<file path="src/plsm_pkg.sv">
`timescale 1ns / 1ps
// Package for the packet latency statistics monitor: field widths, request structs,
// register indexes, reset values and divider constants. No dependencies.
package plsm_pkg;

    localparam int STAGES_DEF    = 3;

    localparam int TS_W          = 48;
    localparam int BYTES_W       = 32;
    localparam int CNT_W         = 32;
    localparam int TOT_W         = 64;
    localparam int OVR_W         = 32;
    localparam int OSUM_W        = 34;
    localparam int STAGE_W       = 2;
    localparam int INTV_W        = 16;
    localparam int CFG_IDX_W     = 1;
    localparam int CFG_DATA_W    = 48;

    localparam logic [TS_W-1:0]   THR_RESET  = 48'd20;
    localparam logic [INTV_W-1:0] INTV_RESET = 16'd200;

    // shared divider: 64-bit dividend, 32-bit divisor, bits retired per cycle
    localparam int DIV_N_W       = 64;
    localparam int DIV_D_W       = 32;
    localparam int DIV_STEP_BITS = 2;

    typedef logic [CFG_IDX_W-1:0] t_cfg_idx;
    localparam t_cfg_idx CFG_THRESHOLD = 1'b0;
    localparam t_cfg_idx CFG_INTERVAL  = 1'b1;

    typedef struct packed {
        logic              mode;
        logic [TS_W-1:0]   create_time;
        logic [TS_W-1:0]   bridge_recv_time;
        logic [TS_W-1:0]   bridge_send_time;
        logic [TS_W-1:0]   api_recv_time;
        logic [BYTES_W-1:0] packet_bytes;
    } t_in_req;

    typedef struct packed {
        logic               group_id;
        logic [STAGE_W-1:0] stage;
        logic [CNT_W-1:0]   packet_count;
        logic [TOT_W-1:0]   byte_total;
        logic [TOT_W-1:0]   latency_total;
        logic [TS_W-1:0]    latency_average;
        logic [TS_W-1:0]    latency_max;
        logic [TS_W-1:0]    latency_min;
        logic [OVR_W-1:0]   over_count;
        logic [OSUM_W-1:0]  over_sum;
        logic [TS_W-1:0]    current_latency;
        logic               is_last;
    } t_out_req;

    // one entry of the group memory
    typedef struct packed {
        logic [CNT_W-1:0] packets;
        logic [TOT_W-1:0] bytes;
    } t_grp_ent;

    // one entry of the stage memory
    typedef struct packed {
        logic [TOT_W-1:0] total;
        logic [TS_W-1:0]  lmax;
        logic [TS_W-1:0]  lmin;
        logic [OVR_W-1:0] overs;
    } t_stg_ent;

    localparam t_stg_ent STG_ENT_RESET = '{total: '0, lmax: '0, lmin: '1, overs: '0};

    typedef struct packed {
        logic               start;
        logic               short_op;
        logic [DIV_N_W-1:0] dividend;
        logic [DIV_D_W-1:0] divisor;
    } t_div_cmd;

    typedef struct packed {
        logic               busy;
        logic [DIV_N_W-1:0] quotient;
        logic [DIV_D_W-1:0] remainder;
    } t_div_sts;

endpackage

</file>
<file path="src/plsm_ram.sv">
`timescale 1ns / 1ps
// Generic single-write, single-read RAM with registered read data.
// No dependencies.
module plsm_ram #(
    parameter int  WIDTH  = 8,
    parameter int  DEPTH  = 2,
    localparam int ADDR_W = $clog2(DEPTH)
) (
    input  logic              i_clk,
    input  logic              i_we,
    input  logic [ADDR_W-1:0] i_waddr,
    input  logic [WIDTH-1:0]  i_wdata,
    input  logic [ADDR_W-1:0] i_raddr,
    output logic [WIDTH-1:0]  o_rdata
);

    logic [WIDTH-1:0] r_mem [DEPTH];
    logic [WIDTH-1:0] r_rdata;

    always_ff @(posedge i_clk) begin
        if (i_we) begin
            r_mem[i_waddr] <= i_wdata;
        end
        r_rdata <= r_mem[i_raddr];
    end

    assign o_rdata = r_rdata;

endmodule

</file>
<file path="src/plsm_div.sv">
`timescale 1ns / 1ps
// Restoring unsigned divider, DIV_STEP_BITS quotient bits per cycle.
// Depends on plsm_pkg. Short mode divides a 32-bit dividend.
module plsm_div (
    input  logic               i_clk,
    input  logic               i_rst_n,
    input  plsm_pkg::t_div_cmd i_cmd,
    output plsm_pkg::t_div_sts o_sts
);

    localparam int N_W        = plsm_pkg::DIV_N_W;
    localparam int D_W        = plsm_pkg::DIV_D_W;
    localparam int STEP       = plsm_pkg::DIV_STEP_BITS;
    localparam int ITER_LONG  = N_W / STEP;
    localparam int ITER_SHORT = D_W / STEP;
    localparam int LEFT_W     = $clog2(ITER_LONG + 1);

    logic              r_busy;
    logic [LEFT_W-1:0] r_left;
    logic [D_W-1:0]    r_rem;
    logic [N_W-1:0]    r_sh;
    logic [D_W-1:0]    r_div;
    logic [D_W-1:0]    n_rem;
    logic [N_W-1:0]    n_sh;

    always_comb begin
        logic [D_W:0] trial;
        n_rem = r_rem;
        n_sh  = r_sh;
        trial = '0;
        for (int b = 0; b < STEP; b++) begin
            trial = {n_rem, n_sh[N_W-1]};
            n_sh  = {n_sh[N_W-2:0], 1'b0};
            if (trial >= {1'b0, r_div}) begin
                trial   = trial - {1'b0, r_div};
                n_sh[0] = 1'b1;
            end
            n_rem = trial[D_W-1:0];
        end
    end

    always_ff @(posedge i_clk) begin
        if (!i_rst_n) begin
            r_busy <= 1'b0;
            r_left <= '0;
        end else if (i_cmd.start) begin
            r_busy <= 1'b1;
            r_left <= i_cmd.short_op ? LEFT_W'(ITER_SHORT) : LEFT_W'(ITER_LONG);
        end else if (r_busy) begin
            r_left <= r_left - LEFT_W'(1);
            if (r_left == LEFT_W'(1)) begin
                r_busy <= 1'b0;
            end
        end
    end

    // datapath, no reset
    always_ff @(posedge i_clk) begin
        if (i_cmd.start) begin
            r_rem <= '0;
            r_div <= i_cmd.divisor;
            r_sh  <= i_cmd.short_op ? {i_cmd.dividend[D_W-1:0], {(N_W-D_W){1'b0}}}
                                    : i_cmd.dividend;
        end else if (r_busy) begin
            r_rem <= n_rem;
            r_sh  <= n_sh;
        end
    end

    assign o_sts.busy      = r_busy;
    assign o_sts.quotient  = r_sh;
    assign o_sts.remainder = r_rem;

endmodule

</file>
<file path="src/packet_latency_stats_monitor_core.sv">
`timescale 1ns / 1ps
// Top level of the packet latency statistics monitor.
// Depends on plsm_pkg, plsm_ram and plsm_div.

// Each request carries a group select, four ms timestamps and a byte count. The block
// forms STAGES latencies (consecutive timestamp differences, modulo 2^48) and updates
// per-group packet/byte totals and per-stage latency total, max, min and over-threshold
// count, all saturating. Group state lives in a 2-entry RAM, stage state in a
// 2*STAGES-entry RAM, each read issued in the cycle before its write-back; per-entry valid
// flops stand in for the reset values, so there is no clearing pass after reset.
// Flow: a request passes through the group update and one read-modify-write per stage;
// when it can report (interval nonzero, count not saturated), a short-mode remainder
// check on the shared divider follows.
// When the group count reaches a multiple of report_interval, one result request per
// stage follows, each paced by a long-mode average division on the divider, plus
// any time the output side stalls. The next request is taken once the final result of
// a report sits in the output register. Config writes land at any write-enable edge
// and are expected only while the block is idle.
module packet_latency_stats_monitor_core #(
    parameter int STAGES = plsm_pkg::STAGES_DEF
) (
    input  logic                              i_clk,
    input  logic                              i_rst_n,
    // input requests
    input  logic                              i_in_valid,
    output logic                              o_in_stall,
    input  plsm_pkg::t_in_req                 i_in,
    // result requests
    output logic                              o_out_valid,
    input  logic                              i_out_stall,
    output plsm_pkg::t_out_req                o_out,
    // configuration writes
    input  logic                              i_cfg_we,
    input  plsm_pkg::t_cfg_idx                i_cfg_idx,
    input  logic [plsm_pkg::CFG_DATA_W-1:0]   i_cfg_wdata
);

    localparam int STG_DEPTH = 2 * STAGES;
    localparam int ADDR_W    = $clog2(STG_DEPTH);
    localparam int SIDX_W    = $clog2(STAGES + 1);
    localparam int TS_W      = plsm_pkg::TS_W;
    localparam int CNT_W     = plsm_pkg::CNT_W;
    localparam int TOT_W     = plsm_pkg::TOT_W;
    localparam int OVR_W     = plsm_pkg::OVR_W;
    localparam int OSUM_W    = plsm_pkg::OSUM_W;

    typedef enum logic [2:0] {
        S_IDLE,
        S_GRP,      // group entry read back, write updated count and bytes
        S_STG,      // one stage entry per cycle: update, write back, read next
        S_MOD,      // count modulo interval on the divider
        S_RPT_RD,   // read stage entry for the report
        S_RPT_DIV,  // latch entry, start the average
        S_RPT_OUT   // wait for quotient and a free output register
    } t_state;

    t_state                     r_state;
    plsm_pkg::t_in_req          r_item;
    logic [TS_W-1:0]            r_thr;
    logic [plsm_pkg::INTV_W-1:0] r_intv;
    logic [1:0]                 r_grp_vld;
    logic [STG_DEPTH-1:0]       r_stg_vld;
    logic [SIDX_W-1:0]          r_sidx;
    logic [ADDR_W-1:0]          r_stg_addr;
    logic [CNT_W-1:0]           r_cnt;
    logic [TOT_W-1:0]           r_bytes;
    logic                       r_counted;
    logic [OSUM_W-1:0]          r_osum;
    plsm_pkg::t_stg_ent         r_ent;
    plsm_pkg::t_out_req         r_out;
    logic                       r_out_valid;

    plsm_pkg::t_grp_ent         w_grp_rdata;
    plsm_pkg::t_grp_ent         w_grp_cur;
    plsm_pkg::t_grp_ent         n_grp;
    logic                       w_grp_raddr;
    logic                       w_cnt_sat;
    logic [TOT_W:0]             w_bytes_sum;

    plsm_pkg::t_stg_ent         w_stg_rdata;
    plsm_pkg::t_stg_ent         w_stg_cur;
    plsm_pkg::t_stg_ent         n_ent;
    logic [ADDR_W-1:0]          w_stg_raddr;
    logic [ADDR_W-1:0]          w_base;
    logic [TS_W-1:0]            w_lat;
    logic [TOT_W:0]             w_tot_sum;
    logic [OSUM_W:0]            w_osum_sum;
    logic [OSUM_W-1:0]          n_osum;
    logic                       w_last;
    logic                       w_out_free;
    logic                       w_out_load;
    logic [TS_W-1:0]            w_avg;

    plsm_pkg::t_div_cmd         w_div_cmd;
    plsm_pkg::t_div_sts         w_div_sts;

    // stage latency; stages past the third carry zero
    function automatic logic [TS_W-1:0] lat_of(input plsm_pkg::t_in_req req,
                                               input int unsigned s);
        logic [TS_W-1:0] lat;
        case (s)
            0:       lat = req.bridge_recv_time - req.create_time;
            1:       lat = req.bridge_send_time - req.bridge_recv_time;
            2:       lat = req.api_recv_time - req.bridge_send_time;
            default: lat = '0;
        endcase
        return lat;
    endfunction

    // ---------------------------------------------------------------- memories
    // group RAM is read at accept time, so its data lines up with S_GRP
    assign w_grp_raddr = (r_state == S_IDLE) ? i_in.mode : r_item.mode;

    plsm_ram #(
        .WIDTH ($bits(plsm_pkg::t_grp_ent)),
        .DEPTH (2)
    ) u_grp_ram (
        .i_clk   (i_clk),
        .i_we    (r_state == S_GRP),
        .i_waddr (r_item.mode),
        .i_wdata (n_grp),
        .i_raddr (w_grp_raddr),
        .o_rdata (w_grp_rdata)
    );

    plsm_ram #(
        .WIDTH ($bits(plsm_pkg::t_stg_ent)),
        .DEPTH (STG_DEPTH)
    ) u_stg_ram (
        .i_clk   (i_clk),
        .i_we    (r_state == S_STG),
        .i_waddr (r_stg_addr),
        .i_wdata (n_ent),
        .i_raddr (w_stg_raddr),
        .o_rdata (w_stg_rdata)
    );

    // base of this group's stage entries
    assign w_base = r_item.mode ? ADDR_W'(STAGES) : '0;

    // r_stg_addr always follows the address presented, so it names the data next cycle;
    // writing k while reading k+1 never touches the same entry
    always_comb begin
        case (r_state)
            S_GRP:    w_stg_raddr = w_base;
            S_STG:    w_stg_raddr = r_stg_addr + ADDR_W'(1);
            S_RPT_RD: w_stg_raddr = w_base + ADDR_W'(r_sidx);
            default:  w_stg_raddr = r_stg_addr;
        endcase
    end

    // ---------------------------------------------------------------- group update
    assign w_grp_cur   = r_grp_vld[r_item.mode] ? w_grp_rdata : '0;
    assign w_cnt_sat   = (w_grp_cur.packets == '1);
    assign w_bytes_sum = {1'b0, w_grp_cur.bytes} + (TOT_W + 1)'(r_item.packet_bytes);
    assign n_grp.packets = w_cnt_sat ? w_grp_cur.packets : w_grp_cur.packets + CNT_W'(1);
    assign n_grp.bytes   = w_bytes_sum[TOT_W] ? '1 : w_bytes_sum[TOT_W-1:0];

    // ---------------------------------------------------------------- stage update
    assign w_lat     = lat_of(r_item, 32'(r_sidx));
    assign w_last    = (r_sidx == SIDX_W'(STAGES - 1));
    assign w_stg_cur = r_stg_vld[r_stg_addr] ? w_stg_rdata : plsm_pkg::STG_ENT_RESET;
    assign w_tot_sum = {1'b0, w_stg_cur.total} + (TOT_W + 1)'(w_lat);

    assign n_ent.total = w_tot_sum[TOT_W] ? '1 : w_tot_sum[TOT_W-1:0];
    assign n_ent.overs = (w_lat > r_thr && w_stg_cur.overs != '1)
                       ? w_stg_cur.overs + OVR_W'(1) : w_stg_cur.overs;
    assign n_ent.lmax  = (w_lat > w_stg_cur.lmax) ? w_lat : w_stg_cur.lmax;
    assign n_ent.lmin  = (w_lat < w_stg_cur.lmin) ? w_lat : w_stg_cur.lmin;

    // running over-count sum, clamped at the 34-bit ceiling
    assign w_osum_sum = {1'b0, r_osum} + (OSUM_W + 1)'(n_ent.overs);
    assign n_osum     = w_osum_sum[OSUM_W] ? '1 : w_osum_sum[OSUM_W-1:0];

    // ---------------------------------------------------------------- divider
    // remainder check on the last stage update, averages on report
    always_comb begin
        w_div_cmd.short_op = (r_state == S_STG);
        w_div_cmd.start    = ((r_state == S_STG) && w_last && r_counted && (r_intv != '0))
                          || (r_state == S_RPT_DIV);
        w_div_cmd.dividend = (r_state == S_STG) ? plsm_pkg::DIV_N_W'(r_cnt)
                                                : w_stg_cur.total;
        w_div_cmd.divisor  = (r_state == S_STG) ? plsm_pkg::DIV_D_W'(r_intv) : r_cnt;
    end

    plsm_div u_div (
        .i_clk   (i_clk),
        .i_rst_n (i_rst_n),
        .i_cmd   (w_div_cmd),
        .o_sts   (w_div_sts)
    );

    assign w_avg = (|w_div_sts.quotient[plsm_pkg::DIV_N_W-1:TS_W])
                 ? '1 : w_div_sts.quotient[TS_W-1:0];

    // ---------------------------------------------------------------- control
    assign w_out_free = !r_out_valid || !i_out_stall;
    // a result is loaded once its average is ready and the output register is free
    assign w_out_load = (r_state == S_RPT_OUT) && !w_div_sts.busy && w_out_free;

    always_ff @(posedge i_clk) begin
        if (!i_rst_n) begin
            r_state     <= S_IDLE;
            r_out_valid <= 1'b0;
            r_grp_vld   <= '0;
            r_stg_vld   <= '0;
            r_sidx      <= '0;
            r_thr       <= plsm_pkg::THR_RESET;
            r_intv      <= plsm_pkg::INTV_RESET;
        end else begin
            r_stg_addr <= w_stg_raddr;

            if (i_cfg_we) begin
                case (i_cfg_idx)
                    plsm_pkg::CFG_THRESHOLD: r_thr  <= i_cfg_wdata[TS_W-1:0];
                    plsm_pkg::CFG_INTERVAL:  r_intv <= i_cfg_wdata[plsm_pkg::INTV_W-1:0];
                    default: ;
                endcase
            end

            if (w_out_load) begin
                r_out_valid <= 1'b1;
            end else if (r_out_valid && !i_out_stall) begin
                r_out_valid <= 1'b0;
            end

            case (r_state)
                S_IDLE: begin
                    if (i_in_valid) begin
                        r_item  <= i_in;
                        r_state <= S_GRP;
                    end
                end
                S_GRP: begin
                    r_grp_vld[r_item.mode] <= 1'b1;
                    r_cnt     <= n_grp.packets;
                    r_bytes   <= n_grp.bytes;
                    r_counted <= !w_cnt_sat;
                    r_osum    <= '0;
                    r_sidx    <= '0;
                    r_state   <= S_STG;
                end
                S_STG: begin
                    r_stg_vld[r_stg_addr] <= 1'b1;
                    r_osum <= n_osum;
                    if (w_last) begin
                        r_state <= w_div_cmd.start ? S_MOD : S_IDLE;
                    end else begin
                        r_sidx <= r_sidx + SIDX_W'(1);
                    end
                end
                S_MOD: begin
                    if (!w_div_sts.busy) begin
                        if (w_div_sts.remainder == '0) begin
                            r_sidx  <= '0;
                            r_state <= S_RPT_RD;
                        end else begin
                            r_state <= S_IDLE;
                        end
                    end
                end
                S_RPT_RD: begin
                    r_state <= S_RPT_DIV;
                end
                S_RPT_DIV: begin
                    r_ent   <= w_stg_cur;
                    r_state <= S_RPT_OUT;
                end
                S_RPT_OUT: begin
                    if (w_out_load) begin
                        r_out.group_id        <= r_item.mode;
                        r_out.stage           <= plsm_pkg::STAGE_W'(r_sidx);
                        r_out.packet_count    <= r_cnt;
                        r_out.byte_total      <= r_bytes;
                        r_out.latency_total   <= r_ent.total;
                        r_out.latency_average <= w_avg;
                        r_out.latency_max     <= r_ent.lmax;
                        r_out.latency_min     <= r_ent.lmin;
                        r_out.over_count      <= r_ent.overs;
                        r_out.over_sum        <= r_osum;
                        r_out.current_latency <= w_lat;
                        r_out.is_last         <= w_last;
                        if (w_last) begin
                            r_state <= S_IDLE;
                        end else begin
                            r_sidx  <= r_sidx + SIDX_W'(1);
                            r_state <= S_RPT_RD;
                        end
                    end
                end
                default: begin
                    r_state <= S_IDLE;
                end
            endcase
        end
    end

    assign o_in_stall  = (r_state != S_IDLE);
    assign o_out_valid = r_out_valid;
    assign o_out       = r_out;

endmodule

</file>
<file path="config.mk">
export PLATFORM = sky130hd
export DESIGN_NAME = packet_latency_stats_monitor_core
export DESIGN_NICKNAME = d
export VERILOG_FILES = /design/src/plsm_pkg.sv /design/src/plsm_ram.sv /design/src/plsm_div.sv /design/src/packet_latency_stats_monitor_core.sv
export SDC_FILE = /design/constraint.sdc
export NUM_CORES = 2
export LEC_CHECK = 0
export CORE_ASPECT_RATIO = 0.9
export CORE_MARGIN = 4
export CORE_UTILIZATION = 50
export DETAILED_ROUTE_END_ITERATION = 6
export DONT_BUFFER_PORTS = 1
export HOLD_SLACK_MARGIN = 0.15
export PLACE_DENSITY = 0.74
export SLEW_MARGIN = 20
export SYNTH_ARGS = -nofsm -noshare
export SYNTH_HDL_FRONTEND = slang
export SYNTH_HIERARCHICAL = 1
export SYNTH_SLANG_ARGS = --single-unit
</file>
<file path="constraint.sdc">
create_clock -name i_clk -period 36.9 [get_ports i_clk]
set_clock_uncertainty 0.15 [all_clocks]
set_input_delay 1.845 -clock i_clk [delete_from_list [all_inputs] [get_ports i_clk]]
set_output_delay 1.845 -clock i_clk [all_outputs]
set_load 0.01 [all_outputs]
</file>
## Word-level counts from Yosys, hierarchy flattened

Memory sizes are Yosys's and may differ from the RTL's. A register that Yosys moved wholly into a read port is not among the register bits.
Index checks and enable logic that the tools add are counted.

- Add/subtract/negate cells: 14
- Order comparisons: 9
- Eq/ne operators: 16
- Multiplexer cells: 56
- Bitwise operators: 3
- Reduce and logical (&&, ||, !) cells: 34

Operator list:

| kind | number |
|---|---|
| 2-to-1 mux 64 bit | 6 |
| 2-to-1 mux 192 bit | 1 |
| one-hot mux 48 bit (3 select lines) | 1 |
| subtractor 48 bit | 3 |
| 2-to-1 mux 32 bit | 4 |
| greater-than comparator 48 bit | 2 |
| 2-to-1 mux 48 bit | 2 |
| 2-to-1 mux 96 bit | 1 |
| one-hot mux 34 bit (2 select lines) | 1 |
| greater-or-equal comparator 33 x 32 -> 1 bit | 2 |
| adder 64 x 32 -> 65 bit | 1 |
| adder 64 x 48 -> 65 bit | 1 |
| adder 32 x 1 -> 32 bit, second input constant | 2 |
| subtractor 32 bit | 2 |
| < comparator 48 bit | 1 |
| adder 34 x 32 -> 35 bit | 1 |
| 2-to-1 mux 34 bit | 1 |
| == test 32 bit, second input constant | 1 |
| logical NOT 32 bit | 1 |
| inequality test 32 bit, second input constant | 1 |
| one-hot mux 3 bit (7 select lines) | 1 |
| 2-to-1 mux 3 bit | 6 |
| 2-to-1 mux 6 bit | 3 |
| 2-to-1 mux 1 bit | 17 |
| 38 further kinds | 70 |

- Bits in registers: 1186
- RAM bits: 1344
- Input bits: 279
- Memories kept: 2

Memory list:

| memory | depth | bits a word | rd ports | clocked after memory_dff | wr ports | line | text |
|---|---|---|---|---|---|---|---|
| u_stg_ram.r_mem | 6 | 192 | 1 | 1 | 1 | plsm_ram.sv:17 | `logic [WIDTH-1:0] r_mem [DEPTH];` |
| u_grp_ram.r_mem | 2 | 96 | 1 | 1 | 1 | plsm_ram.sv:17 |  |

## Longest topological paths before layout

- Depth after elaboration: 9
- Mapped depth: 47

## Cells and area by module

The synthesis kept the hierarchy.

Modules (own cells, without submodules):

| module | instances | cells an instance | area an instance (um^2) | seq. area each (um^2) |
|---|---|---|---|---|
| packet_latency_stats_monitor_core | 1 | 5156 | 56903.3 | 30779.5 |
| plsm_ram (u_stg_ram) | 1 | 2444 | 48826.8 | 38436.9 |
| plsm_div | 1 | 1017 | 9475.3 | 3663.5 |
| plsm_ram (u_grp_ram) | 1 | 397 | 9062.4 | 7687.4 |

## Worst setup path after synthesis

No wires, ideal clock.

- Kind: input -> register
- Start point: in i_rst_n
- End point: reg r_out (netlist bit o_out[0]), enable pin
- Arrival time: 30690 ps
- Required time: 35026 ps
- Path slack: 4336 ps
- Stages on the path: 4
- Cells stage by stage: clkbuf_1 -> clkbuf_1 -> nand2_1 -> nor3_1

- Cells in the longest elaborated chain, start to end: 1

Ends and longest elaborated chain:

| element | line | text |
|---|---|---|
| start: declaration | packet_latency_stats_monitor_core.sv:23 | `input logic i_rst_n,` |
| AND reduction 3 bit (no source line) | n/a |  |
| end: declaration | packet_latency_stats_monitor_core.sv:70 | `plsm_pkg::t_out_req r_out;` |

No other way between the ends.
A chain may end at the register's enable or synchronous reset.

==> results_dict.tcl <==
set metrics [dict create \
    cts_tree "yes" \
    timing.fmax_mhz 77.12 \
    clockBufferDepth 4 \
    synth.distinct_cells 98 \
    rsz0062_at_grt "false" \
    slew_viol_final 0 \
    fin_crit_sh_pct 35.14 \
    fin_area_mm2 0.1373 \
    crit_path_start_kind "flip-flop" \
    multi_input_area_mm2 0.03999 \
    ys.flop_type "edfxtp_1" \
    routed_wl_mm 366.3 \
    synthArstFlopShare_pct 0 \
    slew_headroom_pct 15.00 \
    hp-class "reg2reg" \
    yosysWarnings 6 \
    path_max_fanout 21 \
    tns_ns 0 \
    dr_total_vias 76740 \
    htreeDepth 5 \
    drt_iter0_drc 8991 \
    reg2reg_from "r_item[80]" \
    clk_latency_ns 0.92 \
    firstDrtPassIters 7 \
    ff2ff_path_depth 41 \
    syn_area_mm2 0.1243 \
    grt_use_total_pct 27.54 \
    clk_pin_slew_worst_paths_ns 0.06 \
    leakage_nw 51.21 \
    p_per_area_mw_per_mm2 70.00 \
    die_height_um 481.0 \
    hpwl_mm 251.2 \
    synth-edff-count 2413 \
    n_fill_cell 19600 \
    fp-row-count 173 \
    crit_buf_inv 4 \
    die_area_mm2 0.2566 \
    syn_to_final_growth_pct 10.51 \
    die_w_um 533.5 \
    cts.sinks 2818 \
    pin_count 703 \
    final_util_pct 55.56 \
    final_net_count 9821 \
    cts_setup_buffers 0 \
    post-route-drc-count 4 \
    routedWlPerCell_um 28.88 \
    seq_area_frac_synth_pct 64.83 \
    holdWs_ns 0.2365 \
    worstSetupPathType "reg2reg" \
    placed_cell_area_mm2 0.1275 \
    drt-vias-per-instance 6.050 \
    hold_violations 0 \
    end_kind "flip-flop" \
    fp.coreArea_mm2 0.2472 \
    hold_depth 0 \
    setup_viol 0 \
    cts_root_buf "clkbuf_16" \
    grt_pass1_vias 73670 \
    r2r_slack_ns 23.93 \
    drive_gt1_share_pct 13.52 \
    grt_max_degree 183 \
    timing.final.crit_period_ns 12.97 \
    gp_congestion 0.9515 \
    netlist_instances 9014 \
    hold_end "o_out[172]" \
    syn-num-nets 9768 \
    status "finished, violations left" \
    grt_pass1_wl_mm 518.6 \
    crit_family "compound AO/OA/AOI/OAI gates" \
    rr_endpoint "r_osum[1]" \
    ir_drop_mv 0.05886 \
    port_buffers 0 \
    place_inst 12100 \
    antenna_found_initial 102 \
    max_cap_viol_count 0 \
    avgSynthCellArea_um2 13.79 \
    seqCellArea_mm2 0.08057 \
    yosys_register_bits 2818 \
    min_from "r_ent[89]" \
    tightest_slew_ns 1.275 \
    ctsResizeCount 0 \
    detail-route-antenna-nets 1 \
    start_util_pct 50.27 \
    grt_overflow 0 \
    cpMaxStageDelayCell "o311ai_0" \
    cts_buffers 290 \
    violations "antenna rules, DRC" \
    hold_buffers 0 \
    worst-endpoint-arrival_ns 13.39 \
    instances_no_fill 12680 \
    max_stage_delay_ns 0.92 \
    crit_required_ns 37.32 \
]
cells in the mapped netlist, types with 193 or more instances:
master	n	area share [%]
o21ai_0	254	1.0
dfxtp_1	405	6.5
edfxtp_1	2413	58
inv_1	484	1.5
a21oi_1	638	2.6
mux2_4	231	2.8
o22ai_1	203	1.0
mux2i_1	285	2.3
a21o_1	193	1.2
ha_1	466	4.7
nand2_1	639	1.9
nor2_1	383	1.2
xnor2_1	224	1.6
mux2_2	312	2.8
clkbuf_1	223	0.67
stage by stage:
step / total power, mW / setup slack, ns
floorplan: 5.970 / 4.336
global placement: 6.570 / 24.41
detailed placement: 6.629 / 23.87
CTS: 9.604 / 23.84
global route: 9.991 / 23.09
finish: 9.613 / 23.93
cells by family (layout without fill, tap and decap cells):
family	Yosys count	in the layout	synth area share [%]
xor gates and xnor gates	363	363	2.558
AOI/OAI and AO/OA	1813	1813	9.201
other	0	55	0
muxes	856	856	8.168
and+or+nand+nor	1843	1843	7.125
adders and majority gates	477	477	4.854
DFF	2818	2818	64.83
buffers and inverters	844	1133	3.261
final cells by class:
class | count | area share, %
repair buffers | 118 | 0.7261
multi-input cells | 5352 | 29.12
inverters | 487 | 1.331
flip-flops and latches | 2818 | 58.67
clock inverters | 139 | 1.194
diodes | 55 | 0.1002
clock buffers | 389 | 5.835
well taps | 3325 | 3.029
cell usage in the layout, fill, tap and decap left out, types with 26 or more instances in the layout:
cell / n
nand3_1: 107
nand4_1: 92
nor4_1: 41
a22o_1: 35
edfxtp_1: 2413
xnor2_1: 224
o21ai_0: 254
nand2_1: 637
or2_2: 68
and3_1: 72
ha_1: 462
clkbuf_1: 65
a21o_1: 193
clkbuf_8: 30
nor2_1: 370
a21oi_1: 622
inv_1: 484
bufinv_16: 26
o21bai_1: 32
mux2_4: 232
dfxtp_1: 404
mux2_2: 311
nand2b_1: 47
a31oi_1: 51
a21boi_0: 67
nor2b_1: 63
clkinv_2: 35
nor3_1: 91
o22ai_1: 203
diode_2: 55
mux2_1: 28
mux2i_1: 284
buf_4: 108
a211oi_1: 50
xor2_1: 139
clkbuf_16: 294
and2_1: 142
o211ai_1: 32
o21a_1: 52
registers in the layout, indices dropped and copies added (netlist names), 3 cells and up:
register and cells:
u_stg_ram/r_mem 1152, o_out 422, r_item 225, r_ent 192
u_grp_ram/r_mem 192, u_stg_ram/o_rdata 192, u_grp_ram/o_rdata 96, r_bytes 64
u_div/r_sh 64, r_thr 48, r_osum 34, r_cnt 32
u_div/r_div 32, u_div/r_rem 32, r_intv 16, r_stg_vld 6
u_div/r_left 6, r_state 3, r_stg_addr 3
power breakdown:
part	total [mW]	internal [mW]	leakage (nW)	switching, mW
logic	2.61	0.989	21.1	1.62
registers	4.02	3.88	25.4	0.145
clock network	2.98	1.73	4.70	1.25
worst max path at each step:
stage / endpoint / cells after the start / startpoint / slack [ns]
after floorplan: o_out[0] / 4 / i_rst_n / 4.34
after global placement: r_osum[1] / 43 / r_item[129] / 24.41
after detailed placement: r_osum[31] / 41 / r_item[80] / 23.87
after CTS: r_osum[23] / 41 / r_item[80] / 23.84
after global routing: r_osum[16] / 42 / r_item[129] / 23.09
final: r_osum[1] / 41 / r_item[80] / 23.93
routing by layer:
layer / part of all wire, % / GRT usage [%] / vias to the layer above
li1: - / - / 33870
met1: 40 / 36.94 / 38080
met2: 45 / 41.74 / 3965
met3: 9.2 / 6.009 / 787
met4: 6.3 / 15.54 / 30
met5: 0.048 / 0 / -
(Power assumes the default switching activity.)
